--- src/sv/vcs_pkg.sv ---
// Package for the vector cosine similarity block.
// Holds widths, controller commands and status types; no dependencies.
`default_nettype none
package vcs_pkg;
  localparam int ELEM_W    = 16;
  localparam int NORM_W    = 41;
  localparam int DOT_W     = NORM_W + 1;
  localparam int MAG_W     = DOT_W;
  localparam int PROD_W    = 2 * MAG_W;
  localparam int OUT_FRAC  = 15;
  localparam int OUT_W     = OUT_FRAC + 1;
  localparam int WIDE_W    = PROD_W + 2 * OUT_FRAC + 2;
  localparam int MUL_STEPS = MAG_W;
  localparam int CNT_W     = 6;

  typedef struct packed {
    logic acc_en;
    logic mul_step;
    logic sq_init;
    logic sq_add;
    logic sq_cmp;
    logic out_load;
  } vcs_cmd_t;

  typedef struct packed {
    logic zero_nxt;
    logic out_free;
  } vcs_stat_t;
endpackage
`default_nettype wire

--- src/sv/vcs_ctrl.sv ---
// Controller state machine: sequences accumulate, multiply, root search and output.
// Depends on vcs_pkg; drives vcs_dp.
`default_nettype none
module vcs_ctrl import vcs_pkg::*; (
  input  wire logic      clk,
  input  wire logic      rst_n,
  input  wire logic      in_tvalid,
  input  wire logic      in_tlast,
  input  wire vcs_stat_t stat,
  output logic           in_tready,
  output vcs_cmd_t       cmd
);
  localparam logic [2:0] S_ACC  = 3'd0;
  localparam logic [2:0] S_MUL  = 3'd1;
  localparam logic [2:0] S_INIT = 3'd2;
  localparam logic [2:0] S_ADD  = 3'd3;
  localparam logic [2:0] S_CMP  = 3'd4;
  localparam logic [2:0] S_FIN  = 3'd5;

  logic [2:0]       state_r, state_nxt;
  logic [CNT_W-1:0] cnt_r, cnt_nxt;

  assign in_tready = (state_r == S_ACC);

  always_comb begin
    state_nxt = state_r;
    cnt_nxt   = cnt_r;
    cmd       = '0;
    unique case (state_r)
      S_ACC: begin
        if (in_tvalid) begin
          cmd.acc_en = 1'b1;
          if (in_tlast) begin
            cnt_nxt   = '0;
            state_nxt = stat.zero_nxt ? S_FIN : S_MUL;
          end
        end
      end
      S_MUL: begin
        cmd.mul_step = 1'b1;
        cnt_nxt      = cnt_r + 1'b1;
        if (cnt_r == CNT_W'(MUL_STEPS - 1)) begin
          state_nxt = S_INIT;
        end
      end
      S_INIT: begin
        cmd.sq_init = 1'b1;
        cnt_nxt     = '0;
        state_nxt   = S_ADD;
      end
      S_ADD: begin
        cmd.sq_add = 1'b1;
        state_nxt  = S_CMP;
      end
      S_CMP: begin
        cmd.sq_cmp = 1'b1;
        cnt_nxt    = cnt_r + 1'b1;
        state_nxt  = (cnt_r == CNT_W'(OUT_FRAC)) ? S_FIN : S_ADD;
      end
      S_FIN: begin
        if (stat.out_free) begin
          cmd.out_load = 1'b1;
          state_nxt    = S_ACC;
        end
      end
      default: begin
        state_nxt = S_ACC;
      end
    endcase
  end

  always_ff @(posedge clk) begin
    if (!rst_n) begin
      state_r <= S_ACC;
      cnt_r   <= '0;
    end else begin
      state_r <= state_nxt;
      cnt_r   <= cnt_nxt;
    end
  end

`ifndef SYNTH
  a_load_to_acc: assert property (@(posedge clk) disable iff (!rst_n)
    cmd.out_load |=> state_r == S_ACC) else $error("no return to accumulate");
  a_init_add: assert property (@(posedge clk) disable iff (!rst_n)
    state_r == S_INIT |=> state_r == S_ADD && cnt_r == '0) else $error("bad init");
  a_add_cmp: assert property (@(posedge clk) disable iff (!rst_n)
    state_r == S_ADD |=> state_r == S_CMP) else $error("add not followed by compare");
`endif
endmodule
`default_nettype wire
--- config.mk ---
export PLATFORM = sky130hd
export DESIGN_NAME = vcs_ctrl
export DESIGN_NICKNAME = d
export VERILOG_FILES = /design/src/sv/vcs_pkg.sv /design/src/sv/vcs_ctrl.sv
export SDC_FILE = /design/constraint.sdc
export NUM_CORES = 1
export LEC_CHECK = 0
export BUFFER_PORTS_ARGS = -buffer_cell sky130_fd_sc_hd__buf_2
export CAP_MARGIN = 20
export CORE_MARGIN = 2
export CORE_UTILIZATION = 35
export CTS_CLUSTER_SIZE = 12
export DETAILED_ROUTE_END_ITERATION = 7
export PLACE_DENSITY = 0.55
export SYNTH_ARGS = -nofsm -noshare
export SYNTH_HDL_FRONTEND = slang
export SYNTH_SLANG_ARGS = --single-unit
--- constraint.sdc ---
create_clock -name clk -period 1.4 [get_ports clk]
set_clock_uncertainty 0.05 [all_clocks]
set_input_delay 0.07 -clock clk [delete_from_list [all_inputs] [get_ports clk]]
set_output_delay 0.07 -clock clk [all_outputs]
set_load 0.05 [all_outputs]
# ---- Word level (Yosys, flattened, before mapping)
# Cells that the tools add are included.
dict set report op_classes {
  n_eq_ne 11
  mul 0
  n_shift 0
  n_lt_le_gt_ge 0
  n_reduce_logical 5
  div_mod_pow 0
  n_addsub 1
  n_bitwise 0
  mux 18
}
# operator count
set op_table {}
lappend op_table {{two-way mux 3 bit} 6}
lappend op_table {{case mux 3 bit (6 select lines)} 1}
lappend op_table {{case mux 6 bit (3 select lines)} 1}
lappend op_table {{two-way mux 6 bit} 2}
lappend op_table {{two-way mux 1 bit} 8}
lappend op_table {{inequality test 2 bit, second input constant} 4}
lappend op_table {{adder 6 x 1 -> 6 bit, second input constant} 1}
lappend op_table {{== test 3 x 2 -> 1 bit, second input constant} 2}
lappend op_table {{== test 3 bit, second input constant} 2}
lappend op_table {{== test 6 x 4 -> 1 bit, second input constant} 1}
lappend op_table {{== test 6 bit, second input constant} 1}
lappend op_table {{AND reduction 4 bit} 1}
lappend op_table {{== test 3 x 1 -> 1 bit, second input constant} 1}
lappend op_table {{logical NOT 3 bit} 1}
lappend op_table {{AND reduction 3 bit} 1}
lappend op_table {{nonzero test 3 bit} 1}
lappend op_table {{OR reduction 2 bit} 1}
dict set report totals {
  inputBits 6
  mem_count 0
  regBits 9
  wordCells 37
  mem_bits_ro 0
  out_inout_bits 7
  ram_bits 0
  latchBits 0
}

# ---- Longest topological paths before layout
dict set report depth {
  word_depth 4
  ltp_mapped 5
  depth_no_buf 4
}

# ---- Worst setup path before layout
# No wires, ideal clock.
dict set report synth_timing {
  path_kind {reg-to-reg}
  startpoint {register state_r[2]}
  endpoint {register state_r[2]}
  t_arrival_ns 2.194
  synth_period_minus_slack_ns 2.319
  path_stages_with_launch 5
  n_path_buf 1
  required_time_ns 1.275
  setup_ns 0.075
  path_slack_ns -0.919
  path_cell_list {dfxtp_1 > clkbuf_1 > nor3b_1 > nand4b_1 > a31oi_1}
}
dict set report synth_between {
  elab_chain_len 3
  word_cells_on_any_way 12
  cone_classes {eq/ne: 9; mux: 1; reduce/logical: 2}
}
# element line_no
set synth_lines {}
lappend synth_lines {{start, declared} vcs_ctrl.sv:20} ;# logic [2:0] state_r, state_nxt;
lappend synth_lines {{start signal, assigned} vcs_ctrl.sv:77} ;# state_r <= state_nxt;
lappend synth_lines {{== test 3 x 1 -> 1 bit (tied with other cells)} vcs_ctrl.sv:29} ;# unique case (state_r)
lappend synth_lines {{inequality test 2 bit (no line)} n/a}
lappend synth_lines {{AND reduction 4 bit (no line)} n/a}
# Parallel ways exist; a longest one is shown, timed or not.
# A chain may end at the register's enable or synchronous reset.

# ---- Worst setup path after layout
dict set report layout_timing {
  startpoint {register state_r[1]}
  endpoint {register cnt_r[2]}
}
dict set report layout_between {
  elab_chain_len 4
  word_cells_on_any_way 10
  cone_classes {eq/ne: 5; mux: 1; reduce/logical: 4}
}
# element line_no
set layout_lines {}
lappend layout_lines {{== test 3 bit or == test 3 x 1 -> 1 bit (tied branches)} vcs_ctrl.sv:29}
lappend layout_lines {{OR reduction 2 bit (no line)} n/a}
lappend layout_lines {{nonzero test 3 bit (no line)} n/a}
lappend layout_lines {{AND reduction 3 bit (no line)} n/a}
lappend layout_lines {{end signal, assigned} vcs_ctrl.sv:78} ;# cnt_r <= cnt_nxt;
lappend layout_lines {{end, declared} vcs_ctrl.sv:21} ;# logic [CNT_W-1:0] cnt_r, cnt_nxt;
# Parallel ways exist; a longest one is shown, timed or not.

==> results.sh <==
export IMPL_status="complete, but fails checks"
export IMPL_violations="setup timing"
export IMPL_gr_total_overflow=0
export IMPL_place_hpwl_um=1081
export IMPL_ys_warn_count=0
export IMPL_final_max_slew_violation_count=0
export IMPL_layout_drive_gt1_share_pct=51.02
export IMPL_clk_path_buf_depth=2
export IMPL_cts_sinks=9
export IMPL_switching_share_pct=35.53
export IMPL_maxCapViolCount=0
export IMPL_cts_tree="yes"
export IMPL_end_kind="flip-flop"
export IMPL_track_usage_pct=17.13
export IMPL_diodes=0
export IMPL_vias=659
export IMPL_reg2reg_from="state_r[1]$_SDFFE_PN0P_"
export IMPL_numCtsBuffers=3
export IMPL_power_frac_comb_pct=33.6
export IMPL_initial_utilization_pct=38.44
export IMPL_layout_setup_ws_ps=-58.25
export IMPL_cp_required_ps=1560
export IMPL_synth_area_um2=599.3
export IMPL_critical_path_class="flip-flop to flip-flop"
export IMPL_synth_cell_type_count=35
export IMPL_ys_ff_latch=9
export IMPL_slew_headroom_pct=78.36
export IMPL_insertion_delay_ps=270
export IMPL_worst_pin_slew_ps=320.6
export IMPL_holdBufCountCts=0
export IMPL_synth_top_area_share_pct=30.06
export IMPL_drt_iter0_markers=5
export IMPL_synthFlopType="dfxtp_1"
export IMPL_seq_area_frac_synth_pct=30.06
export IMPL_r2r_end="cnt_r[2]$_SDFFE_PN0P_"
export IMPL_die_h_um=45.38
export IMPL_yosysMostFrequentCell="dfxtp_1"
export IMPL_core_mm2=0.001559
export IMPL_num_nets_final=107
export IMPL_fin_crit_sh_pct=104.2
export IMPL_placed_area_um2=779.5
export IMPL_dp_cells=107
export IMPL_syn_area_per_cell_um2=8.324
export IMPL_grt_pass1_wl_um=2532
export IMPL_firstDrtPassIters=4
export IMPL_drc=0
export IMPL_internal_power_uw=485.6
export IMPL_reg2reg_slack_ps=-60
export IMPL_pre_cts_slack_ps=-84.56
export IMPL_grt_pass1_vias=568
export IMPL_port_buffers=12
export IMPL_drt_wirelength_per_cell_um=15.36
export IMPL_synth_edf_count=0
export IMPL_design_die_area_mm2=0.002059
export IMPL_leakagePower_uw=0.0003539
export IMPL_io_pins=13
export IMPL_synth_area_leaders="dfxtp_1, a21oi_1, inv_1, ha_1, nor3b_1"
export IMPL_p_clk_share_pct=29.1
export IMPL_cp_data_arrival_time_ps=1620
export IMPL_drt_antenna_violating_nets=0
export IMPL_utilization_pct=60.03
export IMPL_rr_worst_depth=3
export IMPL_seqPwrFrac_pct=37.3
export IMPL_finalWeightedCongestion=0.7836
export IMPL_hold_slack_ps=13.86
export IMPL_htree_levels=1
export IMPL_clock_fmax_mhz=685.8
export IMPL_syn_to_final_growth_pct=56.16
export IMPL_hold_viol_final=0
export IMPL_finalSetupViolations=8
export IMPL_ir_worst_vdd_mv=0.4782
export IMPL_vias_per_cell=5.781
export IMPL_drt_total_wl_um=1751
export IMPL_cp_start_kind="flip-flop"
export IMPL_num_rows=14
export IMPL_hold_depth=2
export IMPL_synth_commonest_cells="dfxtp_1, inv_1, a21oi_1"
export IMPL_grt_setup_unrepaired="true"
export IMPL_hp_start="rst_n"
export IMPL_grt_max_degree=13
export IMPL_syn_num_nets=80
export IMPL_clk_pin_slew_ps=70
export IMPL_antenna_found_initial=0
export IMPL_async_flop_share_pct=0
export IMPL_period_minus_slack_ps=1458
export IMPL_hold_path_class="input port to flip-flop"
export IMPL_final_cells=114
export IMPL_netlist_top_cell_by_area="dfxtp_1"
export IMPL_crit_fanout=6
export IMPL_powerDensity_mw_per_mm2=804.8
export IMPL_die_x_um=45.38
export IMPL_root_buffer="clkbuf_4"
export IMPL_synth_cells=72
export IMPL_hold_end="state_r[0]$_SDFFE_PN0P_"
export IMPL_switchingPower_uw=267.7
export IMPL_stdcell_area_um2=935.9
==> layout make-up <==
| cell class | count | area [um^2] |
|---|---|---|
| multi-input cells | 52 | 462.9 |
| repair buffers | 26 | 207.7 |
| fillers | 146 | 623.1 |
| clock buffers | 4 | 26.28 |
| flip-flops and latches | 9 | 192.7 |
| well taps | 16 | 20.02 |
| inverters | 7 | 26.28 |
==> registers in the layout (all words and copies together), names as in the netlist <==
signal   flops
cnt_r        6
state_r      3
==> power by group through the flow <==
stage          clock network [uW]  logic [uW]  registers (uW)
4_1_cts                       217         231             279
3_5_place_dp                    0         214             285
6_report                      219         253             281
5_1_grt                       229         266             283
3_3_place_gp                    0         214             284
2_1_floorplan                   0         153             284
==> layer usage <==
metal | global-route usage, % | up-vias | wire length [um]
met4 | 8.824 | 0 | 34
met1 | 23.04 | 310 | 767
met2 | 27.32 | 14 | 895
met5 | 0 | - | 0
li1 | - | 330 | -
met3 | 1.190 | 5 | 55
==> per-stage QoR <==
step | power, uW | setup TNS, ps
after floorplan | 436.9 | -72.28
after global placement | 498.2 | -121.4
after detailed placement | 498.3 | -164.2
after CTS | 728.1 | -44.83
after global routing | 778.6 | -578.6
final | 753.2 | -224.1
==> how the worst max path moves through the flow <==
stage	start	endpoint	slack (ps)	cells after the start
global placement	state_r[1]$_SDFFE_PN0P_	cnt_r[5]$_SDFFE_PN0P_	-60	4
CTS	state_r[0]$_SDFFE_PN0P_	cnt_r[5]$_SDFFE_PN0P_	-20	5
finish	state_r[1]$_SDFFE_PN0P_	cnt_r[2]$_SDFFE_PN0P_	-60	3
global route	state_r[1]$_SDFFE_PN0P_	cnt_r[0]$_SDFFE_PN0P_	-70	4
detailed placement	state_r[1]$_SDFFE_PN0P_	cnt_r[5]$_SDFFE_PN0P_	-80	4
floorplan	state_r[2]$_SDFFE_PN0P_	cmd[5]	-40	3
==> cells in the final DEF, fill, tap and decap left out, types with 2 or more instances in the layout <==
cell type / Yosys / routed
nand4_1: 3 / 3
buf_4: 0 / 12
a21oi_2: 1 / 3
a21oi_1: 6 / 4
buf_6: 1 / 6
o21ai_0: 3 / 3
buf_2: 3 / 7
inv_1: 7 / 7
clkbuf_4: 0 / 3
nor2b_2: 0 / 2
or4_1: 2 / 2
o31ai_1: 3 / 3
nor3b_4: 0 / 2
or3_1: 2 / 2
o211ai_1: 2 / 2
dfxtp_4: 0 / 3
dfxtp_1: 9 / 5
a31oi_1: 2 / 2
==> repair_timing <==
item,CTS,global route
buffers inserted,1,0
gates resized for setup,15,15
cloned,1,1
setup endpoints to repair,9,14
pin swaps,5,4
==> critical path, stage by stage, from the launching register on <==
cell and delay [ps]:
dfxtp_4 370, maj3_2 390, or4_1 450, a21oi_2 140
==> logic make-up (layout without fill, tap and decap cells) <==
logic type      after synthesis  after routing  synth area share (%)
fa+ha+maj                     3              4                 6.053
simple gates                 25             25                 27.56
compound gates               22             22                 25.26
mux                           1              1                 1.670
buf+inv                      12             37                 9.394
flops                         9              9                 30.06
Note: power is estimated with default switching activity, not from simulation.
